`src/hdl/itps_pkg.sv`:
```
package itps_pkg;

   localparam int RoomAccumWidth = 12;
   localparam int ReadingWidth   = 10;
   localparam int TipWidth       = 15;
   localparam int RoomWidth      = 11;
   localparam int DutyWidth      = 24;
   localparam int CsrIndexWidth  = 3;
   localparam int CsrDataWidth   = 16;

   localparam logic [CsrIndexWidth-1:0] CSR_SENSOR_TYPE = 3'd0;
   localparam logic [CsrIndexWidth-1:0] CSR_SOFT_GAIN   = 3'd1;
   localparam logic [CsrIndexWidth-1:0] CSR_SOFT_OFFSET = 3'd2;
   localparam logic [CsrIndexWidth-1:0] CSR_DERIV_GAIN  = 3'd3;
   localparam logic [CsrIndexWidth-1:0] CSR_PROP_COEFF  = 3'd4;
   localparam logic [CsrIndexWidth-1:0] CSR_PREV_COEFF  = 3'd5;

   localparam logic [15:0] SOFT_GAIN_RESET = 16'd1024;
   localparam logic [10:0] ROOM_BIAS       = 11'd125;
   localparam logic [16:0] ROOM_SCALE      = 17'd182;
   localparam logic [23:0] DUTY_FULL       = 24'hFF_FFFF;
   localparam logic signed [14:0] OVER_FORCE_LIMIT = -15'sd200;

   typedef enum logic [3:0] {
      ST_IDLE, ST_ROOM, ST_TIP, ST_WIN, ST_SLOPE, ST_DMUL, ST_ERR, ST_PCUR, ST_PPREV,
      ST_DUTY
   } state_type;

   typedef enum logic [2:0] {
      MUL_ROOM, MUL_TIP, MUL_DTERM, MUL_CUR, MUL_PREV
   } mul_sel_type;

   typedef struct packed {
      logic        load_in;
      mul_sel_type mul_sel;
      logic        do_room;
      logic        do_win;
      logic        do_slope;
      logic        do_err;
      logic        do_sum;
      logic        finish;
   } cmd_type;

   typedef struct packed {
      logic out_free;
   } status_type;

endpackage

```
`src/hdl/itps_if.sv`:
```
interface itps_req_if;
   import itps_pkg::*;
   logic                      valid;
   logic                      ready;
   logic [RoomAccumWidth-1:0] room_accum;
   logic [ReadingWidth-1:0]   couple_reading;
   logic [ReadingWidth-1:0]   resistive_reading;
   logic [ReadingWidth-1:0]   target_temp;
   modport source (output valid, room_accum, couple_reading, resistive_reading, target_temp,
                   input ready);
   modport sink (input valid, room_accum, couple_reading, resistive_reading, target_temp,
                 output ready);
endinterface

interface itps_rsp_if;
   import itps_pkg::*;
   logic                        valid;
   logic                        ready;
   logic [TipWidth-1:0]         tip_temp;
   logic signed [RoomWidth-1:0] room_temp;
   logic [DutyWidth-1:0]        duty;
   modport source (output valid, tip_temp, room_temp, duty, input ready);
   modport sink (input valid, tip_temp, room_temp, duty, output ready);
endinterface

```
`src/hdl/iron_temperature_pid_step.sv`:
```
// Soldering-iron temperature step: each request transaction yields one response with
// the tip temperature, room temperature and the updated 24-bit heater duty. The response
// is presented after nine sequencer steps around a single shared 17x17 signed multiplier
// that handles the room scale, tip gain, slope term and both PID products. A new request
// is taken once the result has been loaded into the response register, which may still
// be waiting on the sink; a busy response register holds the last step. The first
// request after reset primes the averaging windows. Configuration writes are taken any
// cycle but belong only in idle periods.
module iron_temperature_pid_step (
   input  logic                               clock,
   input  logic                               reset,
   itps_req_if.sink                           req,
   itps_rsp_if.source                         rsp,
   input  logic                               csr_we,
   input  logic [itps_pkg::CsrIndexWidth-1:0] csr_index,
   input  logic [itps_pkg::CsrDataWidth-1:0]  csr_data
);
   import itps_pkg::*;

   cmd_type    cmd;
   status_type status;

   itps_ctrl u_ctrl (
      .clock     (clock),
      .reset     (reset),
      .req_valid (req.valid),
      .req_ready (req.ready),
      .status    (status),
      .cmd       (cmd)
   );

   itps_dp u_dp (
      .clock                (clock),
      .reset                (reset),
      .cmd                  (cmd),
      .status               (status),
      .in_room_accum        (req.room_accum),
      .in_couple_reading    (req.couple_reading),
      .in_resistive_reading (req.resistive_reading),
      .in_target_temp       (req.target_temp),
      .csr_we               (csr_we),
      .csr_index            (csr_index),
      .csr_data             (csr_data),
      .out_ready            (rsp.ready),
      .out_valid            (rsp.valid),
      .out_tip_temp         (rsp.tip_temp),
      .out_room_temp        (rsp.room_temp),
      .out_duty             (rsp.duty)
   );

   a_busy_after_accept: assert property (@(posedge clock) disable iff (reset)
      req.valid && req.ready |=> !req.ready)
      else $error("request accepted while a transaction is in flight");

   a_rsp_from_finish: assert property (@(posedge clock) disable iff (reset)
      $rose(rsp.valid) |-> $past(cmd.finish))
      else $error("response raised without a finish step");

   a_finish_slot_free: assert property (@(posedge clock) disable iff (reset)
      cmd.finish |-> (!rsp.valid || rsp.ready))
      else $error("result loaded over an untaken response");

endmodule

```
`src/hdl/itps_ctrl.sv`:
```
module itps_ctrl (
   input  logic                   clock,
   input  logic                   reset,
   input  logic                   req_valid,
   output logic                   req_ready,
   input  itps_pkg::status_type   status,
   output itps_pkg::cmd_type      cmd
);
   import itps_pkg::*;

   state_type state_ff, state_in;

   always_ff @(posedge clock) begin
      if (reset) begin
         state_ff <= ST_IDLE;
      end else begin
         state_ff <= state_in;
      end
   end

   always_comb begin
      state_in = state_ff;
      case (state_ff)
         ST_IDLE:  if (req_valid) state_in = ST_ROOM;
         ST_ROOM:  state_in = ST_TIP;
         ST_TIP:   state_in = ST_WIN;
         ST_WIN:   state_in = ST_SLOPE;
         ST_SLOPE: state_in = ST_DMUL;
         ST_DMUL:  state_in = ST_ERR;
         ST_ERR:   state_in = ST_PCUR;
         ST_PCUR:  state_in = ST_PPREV;
         ST_PPREV: state_in = ST_DUTY;
         ST_DUTY:  if (status.out_free) state_in = ST_IDLE;
         default:  state_in = ST_IDLE;
      endcase
   end

   always_comb begin
      cmd = '0;
      cmd.mul_sel = MUL_ROOM;
      req_ready = 1'b0;
      case (state_ff)
         ST_IDLE: begin
            req_ready   = 1'b1;
            cmd.load_in = req_valid;
         end
         ST_ROOM:  cmd.mul_sel = MUL_ROOM;
         ST_TIP: begin
            cmd.mul_sel = MUL_TIP;
            cmd.do_room = 1'b1;
         end
         ST_WIN:   cmd.do_win = 1'b1;
         ST_SLOPE: cmd.do_slope = 1'b1;
         ST_DMUL:  cmd.mul_sel = MUL_DTERM;
         ST_ERR:   cmd.do_err = 1'b1;
         ST_PCUR:  cmd.mul_sel = MUL_CUR;
         ST_PPREV: begin
            cmd.mul_sel = MUL_PREV;
            cmd.do_sum  = 1'b1;
         end
         ST_DUTY: begin
            // keep the previous-error product stable while the response slot is busy
            cmd.mul_sel = MUL_PREV;
            cmd.finish  = status.out_free;
         end
         default:  cmd = '0;
      endcase
   end

endmodule

```
`src/hdl/itps_dp.sv`:
```
module itps_dp (
   input  logic                                 clock,
   input  logic                                 reset,
   input  itps_pkg::cmd_type                    cmd,
   output itps_pkg::status_type                 status,
   input  logic [itps_pkg::RoomAccumWidth-1:0]  in_room_accum,
   input  logic [itps_pkg::ReadingWidth-1:0]    in_couple_reading,
   input  logic [itps_pkg::ReadingWidth-1:0]    in_resistive_reading,
   input  logic [itps_pkg::ReadingWidth-1:0]    in_target_temp,
   input  logic                                 csr_we,
   input  logic [itps_pkg::CsrIndexWidth-1:0]   csr_index,
   input  logic [itps_pkg::CsrDataWidth-1:0]    csr_data,
   input  logic                                 out_ready,
   output logic                                 out_valid,
   output logic [itps_pkg::TipWidth-1:0]        out_tip_temp,
   output logic signed [itps_pkg::RoomWidth-1:0] out_room_temp,
   output logic [itps_pkg::DutyWidth-1:0]       out_duty
);
   import itps_pkg::*;

   // configuration
   logic        sensor_type_ff;
   logic [15:0] soft_gain_ff, soft_offset_ff, prop_coeff_ff, prev_coeff_ff;
   logic [7:0]  deriv_gain_ff;

   always_ff @(posedge clock) begin
      if (reset) begin
         sensor_type_ff <= 1'b0;
         soft_gain_ff   <= SOFT_GAIN_RESET;
         soft_offset_ff <= '0;
         deriv_gain_ff  <= '0;
         prop_coeff_ff  <= '0;
         prev_coeff_ff  <= '0;
      end else if (csr_we) begin
         case (csr_index)
            CSR_SENSOR_TYPE: sensor_type_ff <= csr_data[0];
            CSR_SOFT_GAIN:   soft_gain_ff   <= csr_data;
            CSR_SOFT_OFFSET: soft_offset_ff <= csr_data;
            CSR_DERIV_GAIN:  deriv_gain_ff  <= csr_data[7:0];
            CSR_PROP_COEFF:  prop_coeff_ff  <= csr_data;
            CSR_PREV_COEFF:  prev_coeff_ff  <= csr_data;
            default: ;
         endcase
      end
   end

   // captured transaction
   logic [RoomAccumWidth-1:0] acc_ff;
   logic [ReadingWidth-1:0]   raw_ff, target_ff;

   always_ff @(posedge clock) begin
      if (cmd.load_in) begin
         acc_ff    <= in_room_accum;
         raw_ff    <= sensor_type_ff ? in_resistive_reading : in_couple_reading;
         target_ff <= in_target_temp;
      end
   end

   // state
   logic [15:0] temp_window_ff [4];
   logic [15:0] slope_window_ff [4];
   logic [15:0] window_sum_ff, fast_average_ff, slope_value_ff, last_error_ff, err_ff;
   logic [1:0]  window_pos_ff, slope_pos_ff;
   logic [23:0] duty_level_ff;
   logic        first_ff;
   logic signed [RoomWidth-1:0] room_ff;
   logic [TipWidth-1:0] tip_ff;
   logic signed [35:0] sum_ff;

   // shared multiplier
   logic signed [16:0] op_a, op_b;
   logic signed [33:0] product_ff;
   logic [10:0] room_base;
   logic [15:0] slope_mag;

   assign room_base = {1'b0, acc_ff[11:2]} - ROOM_BIAS;

   always_comb begin
      op_a = '0;
      op_b = '0;
      case (cmd.mul_sel)
         MUL_ROOM: begin
            op_a = {{6{room_base[10]}}, room_base};
            op_b = ROOM_SCALE;
         end
         MUL_TIP: begin
            op_a = {soft_gain_ff[15], soft_gain_ff};
            op_b = {7'd0, raw_ff};
         end
         MUL_DTERM: begin
            op_a = {3'd0, slope_mag[15:2]};
            op_b = {9'd0, deriv_gain_ff};
         end
         MUL_CUR: begin
            op_a = {err_ff[15], err_ff};
            op_b = {1'b0, prop_coeff_ff};
         end
         MUL_PREV: begin
            op_a = {last_error_ff[15], last_error_ff};
            op_b = {1'b0, prev_coeff_ff};
         end
         default: ;
      endcase
   end

   always_ff @(posedge clock) begin
      product_ff <= op_a * op_b;
   end

   // tip scaling and clamp
   logic signed [17:0] tip_wide;
   logic [TipWidth-1:0] tip;

   always_comb begin
      tip_wide = {{2{product_ff[25]}}, product_ff[25:10]}
               + {{2{soft_offset_ff[15]}}, soft_offset_ff}
               + (sensor_type_ff ? 18'sd0 : {{7{room_ff[10]}}, room_ff});
      if (tip_wide < 0)
         tip = '0;
      else if (tip_wide > 18'sd32767)
         tip = '1;
      else
         tip = tip_wide[14:0];
   end

   // window and leaky average, primed by the first transaction
   logic [15:0] tip16, ws_base, ws_old, ws_new, fa_base;
   assign tip16   = {1'b0, tip};
   assign ws_base = first_ff ? {tip16[13:0], 2'b00} : window_sum_ff;
   assign ws_old  = first_ff ? tip16 : temp_window_ff[window_pos_ff];
   assign ws_new  = ws_base - ws_old + tip16;
   assign fa_base = first_ff ? {tip16[13:0], 2'b00} : fast_average_ff;

   // slope: leak, drop newest, add oldest
   logic [15:0] sv_base, sv_mag, sv_leak, sv_new;
   logic [1:0]  spos_next;
   assign spos_next = slope_pos_ff + 2'd1;
   assign sv_base   = first_ff ? 16'd0 : slope_value_ff;
   assign sv_mag    = sv_base[15] ? 16'd0 - sv_base : sv_base;
   assign sv_leak   = sv_base[15] ? 16'd0 - {2'b00, sv_mag[15:2]} : {2'b00, sv_mag[15:2]};
   assign sv_new    = sv_base - sv_leak - {2'b00, window_sum_ff[15:2]}
                    + slope_window_ff[spos_next];
   assign slope_mag = slope_value_ff[15] ? 16'd0 - slope_value_ff : slope_value_ff;

   // error
   logic [15:0] dterm, err_raw;
   always_comb begin
      dterm = slope_value_ff[15] ? 16'd0 - product_ff[17:2] : product_ff[17:2];
      err_raw = {6'd0, target_ff} - {{2{fast_average_ff[15]}}, fast_average_ff[15:2]} - dterm;
   end

   // duty shaping
   logic signed [35:0] p_sum;
   logic signed [14:0] over;
   logic [7:0]  shape, cap;
   logic [23:0] duty_in;

   always_comb begin
      p_sum = sum_ff - {{2{product_ff[33]}}, product_ff};
      over  = 15'sd0 - {err_ff[15], err_ff[15:2]};
      shape = (over >= 15'sd16) ? 8'hFF : {over[3:0], 4'h0};
      cap   = ~shape;
      if (p_sum < 0) begin
         duty_in = '0;
      end else begin
         duty_in = (p_sum > $signed({12'd0, DUTY_FULL})) ? DUTY_FULL : p_sum[23:0];
         if (over <= 15'sd0) begin
            if (over < OVER_FORCE_LIMIT)
               duty_in = DUTY_FULL;
         end else if (duty_in[23:16] > cap) begin
            duty_in = {cap, 16'hFFFF};
         end
      end
   end

   always_ff @(posedge clock) begin
      if (reset) begin
         window_sum_ff   <= '0;
         fast_average_ff <= '0;
         slope_value_ff  <= '0;
         last_error_ff   <= '0;
         duty_level_ff   <= '0;
         window_pos_ff   <= '0;
         slope_pos_ff    <= '0;
         first_ff        <= 1'b1;
         for (int i = 0; i < 4; i++) begin
            temp_window_ff[i]  <= '0;
            slope_window_ff[i] <= '0;
         end
      end else begin
         if (cmd.do_win) begin
            window_sum_ff   <= ws_new;
            fast_average_ff <= fa_base - {2'b00, fa_base[15:2]} + tip16;
            window_pos_ff   <= window_pos_ff + 2'd1;
            for (int i = 0; i < 4; i++) begin
               if (first_ff || 2'(i) == window_pos_ff)
                  temp_window_ff[i] <= tip16;
               if (2'(i) == slope_pos_ff)
                  slope_window_ff[i] <= {2'b00, ws_new[15:2]};
               else if (first_ff)
                  slope_window_ff[i] <= {2'b00, ws_base[15:2]};
            end
         end
         if (cmd.do_slope) begin
            slope_value_ff <= sv_new;
            slope_pos_ff   <= spos_next;
            first_ff       <= 1'b0;
         end
         if (cmd.finish) begin
            duty_level_ff <= duty_in;
            last_error_ff <= err_ff;
         end
      end
   end

   always_ff @(posedge clock) begin
      if (cmd.do_room)
         room_ff <= product_ff[18:8];
      if (cmd.do_win)
         tip_ff <= tip;
      if (cmd.do_err)
         err_ff <= {err_raw[13:0], 2'b00};
      if (cmd.do_sum)
         sum_ff <= {12'd0, duty_level_ff} + {{2{product_ff[33]}}, product_ff};
   end

   // result register
   always_ff @(posedge clock) begin
      if (reset) begin
         out_valid <= 1'b0;
      end else if (cmd.finish) begin
         out_valid <= 1'b1;
      end else if (out_ready) begin
         out_valid <= 1'b0;
      end
   end

   always_ff @(posedge clock) begin
      if (cmd.finish) begin
         out_tip_temp  <= tip_ff;
         out_room_temp <= room_ff;
         out_duty      <= duty_in;
      end
   end

   assign status.out_free = !out_valid || out_ready;

endmodule

```
`src/flat_wrapper.sv`:
```
// flat-port wrapper written by rule: the top's interface ports become plain ports
module iron_temperature_pid_step_flat import itps_pkg::*;
  (clock, reset, csr_we, csr_index, csr_data, req_valid, req_room_accum, req_couple_reading, req_resistive_reading, req_target_temp, req_ready, rsp_valid, rsp_tip_temp, rsp_room_temp, rsp_duty, rsp_ready);
  itps_req_if req_i ();
  itps_rsp_if rsp_i ();
  input  logic clock;
  input  logic reset;
  input  logic csr_we;
  input  logic [itps_pkg::CsrIndexWidth-1:0] csr_index;
  input  logic [itps_pkg::CsrDataWidth-1:0] csr_data;
  input wire logic [$bits(req_i.valid)-1:0] req_valid;
  input wire logic [$bits(req_i.room_accum)-1:0] req_room_accum;
  input wire logic [$bits(req_i.couple_reading)-1:0] req_couple_reading;
  input wire logic [$bits(req_i.resistive_reading)-1:0] req_resistive_reading;
  input wire logic [$bits(req_i.target_temp)-1:0] req_target_temp;
  output wire logic [$bits(req_i.ready)-1:0] req_ready;
  output wire logic [$bits(rsp_i.valid)-1:0] rsp_valid;
  output wire logic [$bits(rsp_i.tip_temp)-1:0] rsp_tip_temp;
  output wire logic [$bits(rsp_i.room_temp)-1:0] rsp_room_temp;
  output wire logic [$bits(rsp_i.duty)-1:0] rsp_duty;
  input wire logic [$bits(rsp_i.ready)-1:0] rsp_ready;
  assign req_i.valid = req_valid;
  assign req_i.room_accum = req_room_accum;
  assign req_i.couple_reading = req_couple_reading;
  assign req_i.resistive_reading = req_resistive_reading;
  assign req_i.target_temp = req_target_temp;
  assign req_ready = req_i.ready;
  assign rsp_valid = rsp_i.valid;
  assign rsp_tip_temp = rsp_i.tip_temp;
  assign rsp_room_temp = rsp_i.room_temp;
  assign rsp_duty = rsp_i.duty;
  assign rsp_i.ready = rsp_ready;
  iron_temperature_pid_step u_core (.clock(clock), .reset(reset), .req(req_i), .rsp(rsp_i), .csr_we(csr_we), .csr_index(csr_index), .csr_data(csr_data));
endmodule
```
`config.mk`:
```
export PLATFORM = sky130hd
export DESIGN_NAME = iron_temperature_pid_step_flat
export DESIGN_NICKNAME = d
export VERILOG_FILES = /design/src/hdl/itps_pkg.sv /design/src/hdl/itps_if.sv /design/src/hdl/iron_temperature_pid_step.sv /design/src/hdl/itps_ctrl.sv /design/src/hdl/itps_dp.sv /design/src/flat_wrapper.sv
export SDC_FILE = /design/constraint.sdc
export NUM_CORES = 2
export LEC_CHECK = 0
export BUFFER_PORTS_ARGS = -buffer_cell sky130_fd_sc_hd__buf_2
export CAP_MARGIN = 25
export CORE_MARGIN = 1.5
export CORE_UTILIZATION = 50
export DETAILED_ROUTE_END_ITERATION = 10
export HOLD_SLACK_MARGIN = 0.12
export PLACE_DENSITY = 0.75
export SYNTH_ARGS = -nofsm -noshare
export SYNTH_HDL_FRONTEND = slang
export SYNTH_SLANG_ARGS = --single-unit
```
`constraint.sdc`:
```
create_clock -name clock -period 11.1 [get_ports clock]
set_clock_uncertainty 0.05 [all_clocks]
set_input_delay 1.665 -clock clock [delete_from_list [all_inputs] [get_ports clock]]
set_output_delay 1.665 -clock clock [all_outputs]
set_load 0.05 [all_outputs]
```
==> metrics.md <==
| Metric | Value |
|---|---|
| Die height | `about 290 um` |
| TritonCTS Buffers | `54` |
| Yosys reg bits | `roughly 480` |
| Adder-Cell Fraction of Synth Area | `25.45%` |
| # diodes | `0` |
| DR WL/cell | `19.84 um` |
| Seq/Total Area, Yosys | `~31%` |
| Post-synth EDFFs | `between 200 and 300` |
| GP Congestion | `between 0.9 and 1` |
| Simple-Gate Fraction of Synth Area | `roughly 16%` |
| Critical-path top delay cell | `o21bai_1` |
| Startpoint Class | `flop` |
| Tmin final | `9.674 ns` |
| Vias post-DR | `between 30,000 and 40,000` |
| Reg clk slew, reported paths | `roughly 0.070 ns` |
| Core footprint | `about 0.08 sq mm` |
| Commonest non-fill, non-tap cells in the layout | `616 x nand2_1, 567 x inv_1, 335 x fa_1` |
| Mapped Cells | `4,286` |
| MaxCap Viol Count | `0` |
| Num Clock Sinks | `about 480` |
| Final WS setup | `~1.4 ns` |
| Router iterations before antenna repair | `6` |
| Worst skew pair latency | `roughly 0.67 ns` |
| RSZ-0062 raised after global routing | `no` |
| Setup TNS | `0 ns` |
| CTS root buffer | `clkbuf_16` |
| Routed WL | `around 110,000 um` |
| Critical Path End Type | `flop` |
| PostCTS Resize Cnt | `0` |
| Initial Utilization | `50.43%` |
| Slew @ Worst Pin | `around 1.0 ns` |
| Die width | `~290 um` |
| Max Clk Rate | `a little over 0.1 GHz` |
| Commonest non-fill, non-tap cell in the layout | `nand2_1` |
| Global-route wire length before repair | `approximately 170,000 um` |
| Final Setup Violations | `0` |
| Hpwl dp | `just over 80,000 um` |
| Synth Area in Compound Gates | `between 10% and 20%` |
| DRC errors left | `0` |
| Ports | `roughly 120` |
| Most used cell, CP | `o21ai_0` |
| Cell Area, Synth | `between 0.03 and 0.04 sq mm` |
| Placed cell area | `0.04151 sq mm` |
| Slew Limit Fails | `0` |
| Mapped Avg Cell Area | `between 9 and 10 sq um` |
| Status | `complete, no violations` |
| Vias in the first global route | `30,920` |
| Layout Area Growth over Synthesis | `8.935%` |
| Multi-input gate area | `around 0.025 sq mm` |
| Final nets | `slightly above 5,000` |
| Post-route cell area | `about 0.043 sq mm` |
| Max Buffers Root-to-Sink | `3` |
| Pin count of the biggest net entering global routing | `81` |
| Fin. Hold Viols | `0` |
| DR vias/cell | `roughly 5.7` |
| Crit path arrival time | `between 10 and 15 ns` |
| Cts hold-fix bufs | `0` |
| Initial antenna violation count | `2` |
| Crit-path leading delay family | `compound AO/OA/AOI/OAI gates` |
| Drt initial violations | `approximately 2,800` |
| Share of layout cells above drive strength 1 | `under 10%` |
| Port Buffer Count | `~120` |
| Combinational family with the most area after synthesis | `adder cells` |
| Antenna-violating nets left | `0` |
| CTS tree | `built` |
| Synth unique cells | `~100` |
| Buf/Inv on CP | `3` |
| Die area | `between 0.08 and 0.09 sq mm` |
| Most common flop cell mapped by yosys | `edfxtp_1` |
| Fillers | `approximately 6,900` |
| Multiplexer area fraction after synthesis | `2.190%` |
| Crit Path Category | `flop to flop` |
| GRT Util Overall | `between 20% and 30%` |
| Asr flop ratio synth | `0%` |
| FP Rows | `approximately 100` |
| CP required | `around 11 ns` |
| Rel. slew slack | `a little under a third` |
| Tcrit/Tclk final | `around 87%` |
| Synth Warn # | `0` |
| Synth Area in XOR/XNOR | `under 10%` |
| Register area | `about 0.012 sq mm` |
| Pre-CTS WS | `~1.8 ns` |
| Grt ovf | `0` |
| Largest stage delay, worst path | `0.71 ns` |
| Post-CTS setup buffers | `0` |
| CTS H-tree depth | `2` |
| CP Max Fanout | `14` |
| Hold crit path type | `flop to flop` |
-- cell families after synthesis --
family | after synthesis
AND/OR/NAND/NOR | 1331
AO/OA/AOI/OAI | 846
buffers and inverters | 750
adder cells (fa/ha/maj) | 608
flip-flops | 476
XOR/XNOR | 224
multiplexers | 49
other | 2
-- worst reg2reg max path, delay by kind of cell (launching register included) --
family / cells / cell delay [ns]
and+or+nand+nor: 6 / 1.06
adders and majority gates: 5 / 1.50
DFF: 1 / 0.45
xor gates and xnor gates: 2 / 0.58
buffers and inverters: 3 / 0.53
AOI/OAI and AO/OA: 22 / 5.25
-- flip-flops by register name (all words and copies together), names as in the netlist, 16 cells and up, named ones only --
| signal | count |
|---|---|
| u_core.u_dp.sum_ff | 35 |
| u_core.u_dp.soft_offset_ff | 16 |
| u_core.u_dp.soft_gain_ff | 16 |
| u_core.u_dp.temp_window_ff | 60 |
| u_core.u_dp.duty_level_ff | 24 |
| u_core.u_dp.out_duty | 24 |
| u_core.u_dp.fast_average_ff | 16 |
| u_core.u_dp.product_ff | 34 |
| u_core.u_dp.prev_coeff_ff | 16 |
| u_core.u_dp.slope_window_ff | 56 |
| u_core.u_dp.slope_value_ff | 16 |
| u_core.u_dp.prop_coeff_ff | 16 |
| u_core.u_dp.window_sum_ff | 16 |
-- layout make-up --
class / count / share of cell area, %
multi-input cells: 3070 / 57.03
flip-flops and latches: 476 / 28.26
inverters: 575 / 4.982
clock buffers: 72 / 3.419
well taps: 1050 / 3.032
repair buffers: 180 / 2.530
clock inverters: 30 / 0.7451
-- final timing paths --
kind	startpoint	slack, ns	cells after the start	endpoint
setup / recovery	u_core.u_dp.product_ff[10]$_DFF_P_	1.43	38	u_core.u_dp.slope_window_ff[1][13]$_SDFFCE_PN0P_
setup reg to reg	u_core.u_dp.product_ff[10]$_DFF_P_	1.43	38	u_core.u_dp.slope_window_ff[1][13]$_SDFFCE_PN0P_
hold reg to reg	u_core.u_dp.tip_ff[5]$_DFFE_PP_	0.37	0	u_core.u_dp.out_tip_temp[5]$_DFFE_PP_
hold / removal	u_core.u_dp.tip_ff[5]$_DFFE_PP_	0.37	0	u_core.u_dp.out_tip_temp[5]$_DFFE_PP_
-- metrics by stage --
step	hold WS (ns)	std cells	utilization [%]
after detailed placement	0.3562	5350	52.63
after global routing	0.3795	5453	54.93
after CTS	0.3713	5452	54.91
after floorplan	0.3503	4296	-
after global placement	0.3512	5348	52.58
final	0.3693	5453	54.93
-- Yosys cell counts, drive strengths merged (16+ instances only) --
cell,n,area [sq um]
o211ai,27,202.7
nor3,51,271.5
buf,37,231.5
and2,46,289.0
nand3,86,435.4
dfxtp,205,4104
ha,273,3416
nand2b,35,219.0
a211oi,35,272.8
xor2,75,656.9
or2,16,100.1
clkbuf,138,519.2
a31oi,26,162.7
nor2,291,1092
o22ai,40,250.2
nand2,617,2316
a21oi,288,1453
edfxtp,271,8138
xnor2,149,1305
mux4,29,653.1
or3,26,167.7
fa,335,6706
and3,27,168.9
a21boi,19,150.2
o21ai,181,917.1
nor4,25,417.9
o31ai,18,148.9
a222oi,20,200.2
o21a,25,187.7
a21o,61,459.2
nor2b,58,362.9
inv,573,2151
nand4,16,100.1
-- per-layer routing --
layer,share of wire [%],routed length (um),global-route usage (%)
met5,0.010,11,0
met4,5.0,5454,12.46
met3,8.2,8838,4.272
met2,46,49620,42.78
met1,41,44260,34.85
Power is not shown: default switching activity piles up to over one toggle a cycle in this logic, so the estimate is an artifact.
